--- config.mk ---
export PLATFORM = sky130hd
export DESIGN_NAME = smvm_accum
export DESIGN_NICKNAME = d
export VERILOG_FILES = /design/src/design/smvm_pkg.sv /design/src/design/smvm_accum.sv
export SDC_FILE = /design/constraint.sdc
export NUM_CORES = 2
export LEC_CHECK = 0
export ABC_CLOCK_PERIOD_IN_PS = 9550
export BUFFER_PORTS_ARGS = -buffer_cell sky130_fd_sc_hd__buf_2
export CAP_MARGIN = 20
export CORE_ASPECT_RATIO = 0.9
export CORE_MARGIN = 8
export CORE_UTILIZATION = 45
export DETAILED_ROUTE_END_ITERATION = 6
export GPL_TIMING_DRIVEN = 0
export PLACE_DENSITY = 0.6
export SLEW_MARGIN = 20
export SYNTH_ARGS = -nofsm -noshare
export SYNTH_HDL_FRONTEND = slang
export SYNTH_SLANG_ARGS = --single-unit
--- constraint.sdc ---
create_clock -name clock -period 9.55 [get_ports clock]
set_input_delay 1.4325 -clock clock [delete_from_list [all_inputs] [get_ports clock]]
set_output_delay 1.4325 -clock clock [all_outputs]
set_load 0.05 [all_outputs]
--- src/design/smvm_pkg.sv ---
// Shared types, codes and constants for the sparse matrix-vector multiply core.
`timescale 1ns / 1ps

package smvm_pkg;

   // Field widths of the request and response items.
   localparam int DATA_W  = 32;
   localparam int ACC_W   = 64;
   localparam int INDEX_W = 10;
   localparam int ROW_W   = 16;

   // Default sizes of the x store and of the row counter range.
   localparam int X_DEPTH_DEFAULT  = 1024;
   localparam int MAX_ROWS_DEFAULT = 65536;

   // Reset values of the gain registers (Q16.16).
   localparam logic signed [DATA_W-1:0] ALPHA_RESET = 32'sd65536;
   localparam logic signed [DATA_W-1:0] BETA_RESET  = 32'sd0;

   // Saturation limits.
   localparam logic signed [ACC_W-1:0]  ACC_MAX = {1'b0, {(ACC_W-1){1'b1}}};
   localparam logic signed [ACC_W-1:0]  ACC_MIN = {1'b1, {(ACC_W-1){1'b0}}};
   localparam logic signed [DATA_W-1:0] Z_MAX   = {1'b0, {(DATA_W-1){1'b1}}};
   localparam logic signed [DATA_W-1:0] Z_MIN   = {1'b1, {(DATA_W-1){1'b0}}};

   // Configuration register indexes.
   localparam logic REG_ALPHA = 1'b0;
   localparam logic REG_BETA  = 1'b1;

   // Request commands.
   typedef enum logic [1:0] {
      CMD_LOAD    = 2'd0,
      CMD_NONZERO = 2'd1,
      CMD_FINISH  = 2'd2,
      CMD_RESTART = 2'd3
   } cmd_type;

   // Operands of one finished row, handed to the output pipeline.
   typedef struct packed {
      logic signed [ACC_W-1:0]  acc;
      logic signed [DATA_W-1:0] y;
      logic [ROW_W-1:0]         row;
   } fin_op_type;

endpackage

--- src/design/smvm_accum.sv ---
// Multiply stage and saturating row accumulator with the row counter.
`timescale 1ns / 1ps

module smvm_accum import smvm_pkg::*; #(
   parameter int MAX_ROWS = MAX_ROWS_DEFAULT
) (
   input  logic                     clock,
   input  logic                     reset,
   input  logic                     in_valid,
   output logic                     in_ready,
   input  cmd_type                  in_cmd,
   input  logic signed [DATA_W-1:0] in_value,
   input  logic signed [DATA_W-1:0] in_y,
   input  logic [DATA_W-1:0]        x_data,
   output logic                     fin_valid,
   input  logic                     fin_ready,
   output fin_op_type               fin_op
);

   localparam int CNT_W = $clog2(MAX_ROWS);
   localparam logic [CNT_W-1:0] ROW_LAST = CNT_W'(MAX_ROWS - 1);

   // Stage 1: request waits for the x read data.
   logic                     v1_ff, v1_in;
   cmd_type                  cmd1_ff;
   logic signed [DATA_W-1:0] val1_ff;
   logic signed [DATA_W-1:0] y1_ff;

   // Stage 2: registered product.
   logic                     v2_ff, v2_in;
   cmd_type                  cmd2_ff;
   logic signed [ACC_W-1:0]  prod2_ff, prod2_in;
   logic signed [DATA_W-1:0] y2_ff;

   // Row state.
   logic signed [ACC_W-1:0]  acc_ff, acc_in;
   logic [CNT_W-1:0]         row_ff, row_in;

   logic                     ready1, ready2, fire2;
   logic signed [ACC_W-1:0]  addend, sum;
   logic                     ovf;

   // Stage handshakes: only a finish request can hold stage 2.
   assign ready2   = !v2_ff || (cmd2_ff != CMD_FINISH) || fin_ready;
   assign ready1   = !v1_ff || ready2;
   assign fire2    = v2_ff && ready2;
   assign in_ready = ready1;

   assign v1_in    = ready1 ? in_valid : v1_ff;
   assign v2_in    = ready2 ? v1_ff : v2_ff;
   assign prod2_in = val1_ff * $signed(x_data);

   always_ff @(posedge clock) begin
      if (reset) begin
         v1_ff <= 1'b0;
         v2_ff <= 1'b0;
      end else begin
         v1_ff <= v1_in;
         v2_ff <= v2_in;
      end
   end

   always_ff @(posedge clock) begin
      if (ready1 && in_valid) begin
         cmd1_ff <= in_cmd;
         val1_ff <= in_value;
         y1_ff   <= in_y;
      end
      if (ready2 && v1_ff) begin
         cmd2_ff  <= cmd1_ff;
         prod2_ff <= prod2_in;
         y2_ff    <= y1_ff;
      end
   end

   // Saturating add of the product floored to Q48.16.
   always_comb begin
      addend = prod2_ff >>> 16;
      sum    = acc_ff + addend;
      ovf    = (acc_ff[ACC_W-1] == addend[ACC_W-1]) && (sum[ACC_W-1] != acc_ff[ACC_W-1]);
   end

   // Row state update as each request leaves stage 2.
   always_comb begin
      acc_in = acc_ff;
      row_in = row_ff;
      if (fire2) begin
         case (cmd2_ff)
            CMD_NONZERO: begin
               if (ovf) begin
                  acc_in = acc_ff[ACC_W-1] ? ACC_MIN : ACC_MAX;
               end else begin
                  acc_in = sum;
               end
            end
            CMD_FINISH: begin
               acc_in = '0;
               row_in = (row_ff == ROW_LAST) ? '0 : row_ff + 1'b1;
            end
            CMD_RESTART: begin
               acc_in = '0;
               row_in = '0;
            end
            default: begin
               acc_in = acc_ff;
            end
         endcase
      end
   end

   always_ff @(posedge clock) begin
      if (reset) begin
         acc_ff <= '0;
         row_ff <= '0;
      end else begin
         acc_ff <= acc_in;
         row_ff <= row_in;
      end
   end

   // Finish request toward the output pipeline.
   assign fin_valid  = v2_ff && (cmd2_ff == CMD_FINISH);
   assign fin_op.acc = acc_ff;
   assign fin_op.y   = y2_ff;
   assign fin_op.row = ROW_W'(row_ff);

   // A restart leaves an empty row at row zero.
   assert property (@(posedge clock) disable iff (reset)
      fire2 && (cmd2_ff == CMD_RESTART) |=> (acc_ff == '0) && (row_ff == '0))
      else $error("restart did not clear the row state");

   // A finished row clears the sum and steps the counter.
   assert property (@(posedge clock) disable iff (reset)
      fire2 && (cmd2_ff == CMD_FINISH) |=> (acc_ff == '0) &&
         (row_ff == (($past(row_ff) == ROW_LAST) ? '0 : $past(row_ff) + 1'b1)))
      else $error("finish did not advance the row");

   // Requests are refused only behind a stalled finish.
   assert property (@(posedge clock) disable iff (reset)
      !in_ready |-> v1_ff && v2_ff && (cmd2_ff == CMD_FINISH) && !fin_ready)
      else $error("request refused without a stalled finish");

endmodule

; Yosys cells after proc, flatten, opt, wreduce, memory -nomap -nowiden
; Cells that the tools add are included.
[word_totals]
register_bits = 246
latch_bits = 0
ramBits = 0
romBits = 0
output_inout_bits = 114
word_cells = 40
memories = 0
[classes]
addsub = 2
multipliers = 1
div = 0
magnitude_cmp = 0
eq_ne = 7
shift = 0
n_mux = 5
bitwise_logic = 0
n_reduce_logical = 15
[ops]
columns = operator, n
row1 = $mux W64, 2
row2 = $pmux W64 S2, 1
row3 = $add A64 B48 Y64, 1
row4 = $mul A32 B32 Y64, 1
row5 = $pmux W16 S2, 1
row6 = $add A16 B1 Y16 const B, 1
row7 = $eq A16 B16 Y1 const B, 1
row8 = $mux W16, 1
row9 = $logic_and A1 B1 Y1, 5
row10 = $eq A2 B2 Y1 const B, 2
row11 = $reduce_and A2 Y1, 2
row12 = $reduce_bool A2 Y1, 2
row13 = $logic_or A1 B1 Y1, 3
row14 = $eq A2 B1 Y1 const B, 1
row15 = $logic_not A1 Y1, 2
row16 = $ne A2 B2 Y1 const B, 1
row17 = $reduce_or A2 Y1, 1
row18 = $eq A1 B1 Y1, 1
row19 = $ne A1 B1 Y1, 1

; Longest topological paths before layout
[depth]
ltp_word = 5
mapped_depth = 30
mapped_depth_nobuf = 29

; Worst setup path after synthesis
; OpenSTA, ideal clock, no wires.
[synth_timing]
path_kind = input-to-reg
startpoint = input x_data[2]
endpoint = register prod2_ff[62] (data pin)
setup_time_ps = 258
arrival_ps = 8783
required_time_ps = 9292
path_slack_ps = 509
path_stages = 24
path_cell_list = clkbuf_1 > nand2_1 > inv_1 > fa_1 > inv_1 > fa_1 > inv_1 > fa_1 > fa_1 > inv_1 > fa_1 > inv_1 > fa_1 > fa_1 > fa_1 > ha_1 > a21o_1 > a21o_1 > a221o_1 > a21oi_1 > nand2_1 > a211o_1 > o31a_1 > xor2_1
[synth_via]
elab_chain_len = 1
[synth_rtl]
columns = item, line
row1 = start: declaration, smvm_accum.sv:14  ; input logic [DATA_W-1:0] x_data,
row2 = $mul A32 B32 Y64, smvm_accum.sv:51  ; assign prod2_in = val1_ff * $signed(x_data);
row3 = named net prod2_in[62], smvm_accum.sv:32  ; logic signed [ACC_W-1:0] prod2_ff, prod2_in;
row4 = end signal: assignment, smvm_accum.sv:71  ; prod2_ff <= prod2_in;
row5 = end: declaration, smvm_accum.sv:32
; The timed path passes the listed nets, and every way through them passes these cells.
; A chain may end at the register's enable or synchronous reset.

; Worst setup path after layout
[layout_timing]
startpoint = input x_data[19]
endpoint = register prod2_ff[48] (data pin)
; Same word-level chain as after synthesis.

==> metrics.cfg <==
[logic_synthesis]
synth.distinct_cells=76
synth-edff-count=148
synth_top_area_cell=fa_1
synth_area_leaders=fa_1 46%, edfxtp_1 9.5%, inv_1 8.1%
syn_avg_cell_area_um2=9.67
synthDominantCellAreaShare=0.462
syn_area_mm2=0.0469
ys_async_sr_fraction=0
synth.net_count=6278
yosys_warnings=0
netlist_instances=4850
ys.flop_type=edfxtp_1
yosysSeqAreaShare=0.130
ys_seq_elements=230

[job]
cap_violations=0

[setup_path]
crit_path_end=prod2_ff[48]$_DFFE_PP_
crit_type=in -> reg
path_depth=24
cp.required_ns=9.92
worst-path-buf-inv=6
worstPathMaxFanout=10
crit_start=x_data[19]
crit_family=adder cells
cp.arrival_ns=9.61
endpoint_kind=flip-flop
crit_top_cell=fa_1
reg2regPathDepth=23
r2r-end=prod2_ff[62]$_DFFE_PP_
worst_r2r_startpoint=val1_ff[14]$_DFFE_PP_
cpPeakStageDelay_ns=0.69
crit_slowest_cell=clkbuf_1
startpoint_type=input pin
rrSetupSlack_ns=0.40
path_cells=buf_2 > clkbuf_1 > nand2_1 > fa_1 > fa_1 > inv_1 > fa_1 > inv_1 > fa_1 > inv_1 > fa_1 > fa_1 > fa_1 > fa_1 > ha_1 > and3_1 > nor3b_1 > inv_1 > a2111oi_1 > nor2_1 > o21ai_0 > a211oi_1 > o31ai_1 > xor2_1

[route]
dr.pass1.iters=5
drt_iter0_drc=3170
antenna_left=0
vias_per_cell=5.50
finalWirelength_mm=163
drt-wirelength-per-cell_um=25.0
wl_met3_mm=18.1
drc=0
dr.max_layer_used=met5
dr_wl_met2_mm=72.1
via_count=35800
m1WireLength_mm=62.6

[clock_tree]
cts_tree=yes
cts.sinks=230
clkTransAtPathRegs_ns=0.06
cts_buffers=30
cts_max_level=1
cts_root_buffer=clkbuf_16
clkLatencyLatePin_ns=0.63
clock_path_buffers=3

[run_status]
status=complete, no violations

[sta]
min_period_ns=9.24
setup_viol=0
finalMaxSlewViolations=0
relSlewSlack=0.168
fin_skew_ns=0.0229
tightest_slew_ns=1.25
timing.final.crit_share=0.967
hold_violations=0
clock.fmax_mhz=108

[cells_and_area]
final_core_util=0.492
drive_gt1_frac=0.0761
area_growth_pct=8.71
final_area_mm2=0.0510
fill_cells=9885
num-nets-final=6530

[global_route]
grt_usage=0.284
grt_remaining_overflow=0
grt_pass1_wl_mm=240
antenna_found_initial=26
first_global_vias=36800
grt_max_degree=41

[placed_design]
hpwl_mm=137
port-buffer-count=215
gp_congestion=1.02
place_area_mm2=0.0498

[die]
core_area_mm2=0.104
rows=112
io_pins=216
die_area_mm2=0.115
die_h_um=322
initial_core_util=0.453
die_x_um=356

[worst_hold_path]
hold_path_class=reg -> reg
holdPathStages=0

## routing by layer
| metal | vias up | global-route usage |
|---|---|---|
| li1 | 15100 | - |
| met5 | - | 0 |
| met4 | 2 | 0.132 |
| met2 | 1865 | 0.438 |
| met1 | 18300 | 0.376 |
| met3 | 455 | 0.0727 |
## Yosys cell counts, drive strengths merged, types with 6 or more instances
cell type,instances
a21boi,7
a211oi,25
clkbuf,227
dfxtp,82
ha,244
edfxtp,148
and3,24
or2,9
nand4,21
a41oi,6
or3,11
nand2,636
buf,22
xor2,53
o211ai,10
nand2b,20
a31oi,13
and4,6
a221oi,15
a21o,66
o21a,14
o31ai,6
inv,1010
fa,1082
and2,511
xnor2,72
nor2,95
o21bai,18
nor3,60
nor2b,13
o21ai,122
a21oi,118
nand3,22
## final cells by class
cell class	count	area [um^2]	share of cell area
multi-input cells	3361	36100	0.707
flip-flops and latches	230	6090	0.119
inverters	1010	3790	0.0744
well taps	1368	1710	0.0336
repair buffers	220	1180	0.0231
plain buffers	249	1070	0.0210
clock buffers	32	758	0.0149
clock inverters	24	292	0.00572
diodes	11	27.5	0.000540
## worst min path at each step
stage | endpoint | slack, ns | start
floorplan | cmd2_ff[0]$_DFFE_PP_ | 0.40 | cmd1_ff[0]$_DFFE_PP_
global placement | y2_ff[21]$_DFFE_PP_ | 0.40 | y1_ff[21]$_DFFE_PP_
detailed placement | cmd2_ff[0]$_DFFE_PP_ | 0.40 | cmd1_ff[0]$_DFFE_PP_
CTS | cmd2_ff[0]$_DFFE_PP_ | 0.42 | cmd1_ff[0]$_DFFE_PP_
global route | y2_ff[21]$_DFFE_PP_ | 0.42 | y1_ff[21]$_DFFE_PP_
finish | y2_ff[21]$_DFFE_PP_ | 0.41 | y1_ff[21]$_DFFE_PP_
## sequential cells by signal, indices dropped and copies added, names as in the netlist
signal    flops
y1_ff        32
val1_ff      32
cmd2_ff       2
cmd1_ff       2
prod2_ff     48
acc_ff       64
v1_ff         1
y2_ff        32
v2_ff         1
row_ff       16
## placed cells by master (no fill, tap or decap), types with 6 or more instances in the layout
| master | netlist | layout |
|---|---|---|
| a221oi_1 | 6 | 6 |
| nor2_1 | 95 | 95 |
| nand2b_1 | 20 | 20 |
| a211oi_1 | 25 | 24 |
| a21o_1 | 66 | 66 |
| diode_2 | 0 | 11 |
| and2_1 | 510 | 509 |
| buf_2 | 14 | 231 |
| a41oi_1 | 6 | 6 |
| xnor2_1 | 72 | 72 |
| inv_1 | 1010 | 1010 |
| dfxtp_1 | 82 | 82 |
| nor2b_1 | 13 | 12 |
| nand4_1 | 20 | 20 |
| clkbuf_16 | 0 | 30 |
| o21ai_0 | 71 | 71 |
| clkbuf_2 | 0 | 55 |
| a21boi_0 | 7 | 7 |
| o211ai_1 | 10 | 10 |
| a221oi_2 | 9 | 9 |
| clkinvlp_4 | 0 | 6 |
| or3_1 | 11 | 11 |
| fa_1 | 1082 | 1080 |
| o21ai_1 | 50 | 50 |
| a21oi_1 | 117 | 117 |
| and3_1 | 24 | 24 |
| o21bai_1 | 18 | 18 |
| clkbuf_1 | 227 | 171 |
| and4_1 | 6 | 6 |
| ha_1 | 244 | 244 |
| a31oi_1 | 13 | 13 |
| edfxtp_1 | 148 | 148 |
| nand3_1 | 22 | 22 |
| nand2_1 | 636 | 636 |
| o21a_1 | 14 | 14 |
| xor2_1 | 53 | 53 |
| nor3_1 | 59 | 58 |
| or2_2 | 8 | 8 |
## metrics by stage
stage | cells | TNS [ns] | setup slack (ns) | hold slack [ns]
floorplan | 4850 | 0 | 0.509 | 0.400
global placement | 6433 | -21.70 | -1.24 | 0.400
CTS | 6493 | 0 | 0.0279 | 0.417
finish | 6505 | 0 | 0.311 | 0.413
detailed placement | 6437 | -24.58 | -1.35 | 0.405
global route | 6497 | -0.0100 | -0.0100 | 0.416
## what timing repair did
action                                  CTS  global route
pin swaps                                 0             1
hold buffers                              0             0
setup buffers                             0             1
endpoints found under the setup margin   19            16
cloned                                    0             0
resized for setup                        23            94
## cells by family after synthesis
family,Yosys count,synth area share
simple gates,1444,0.153
mux,1,0.000213
xor+xnor,125,0.0233
compound gates,465,0.0650
buf+inv,1259,0.102
flops,230,0.130
fa+ha+maj,1326,0.527
Power is not shown: default switching activity piles up to over one toggle a cycle in this logic, so the estimate is an artifact.
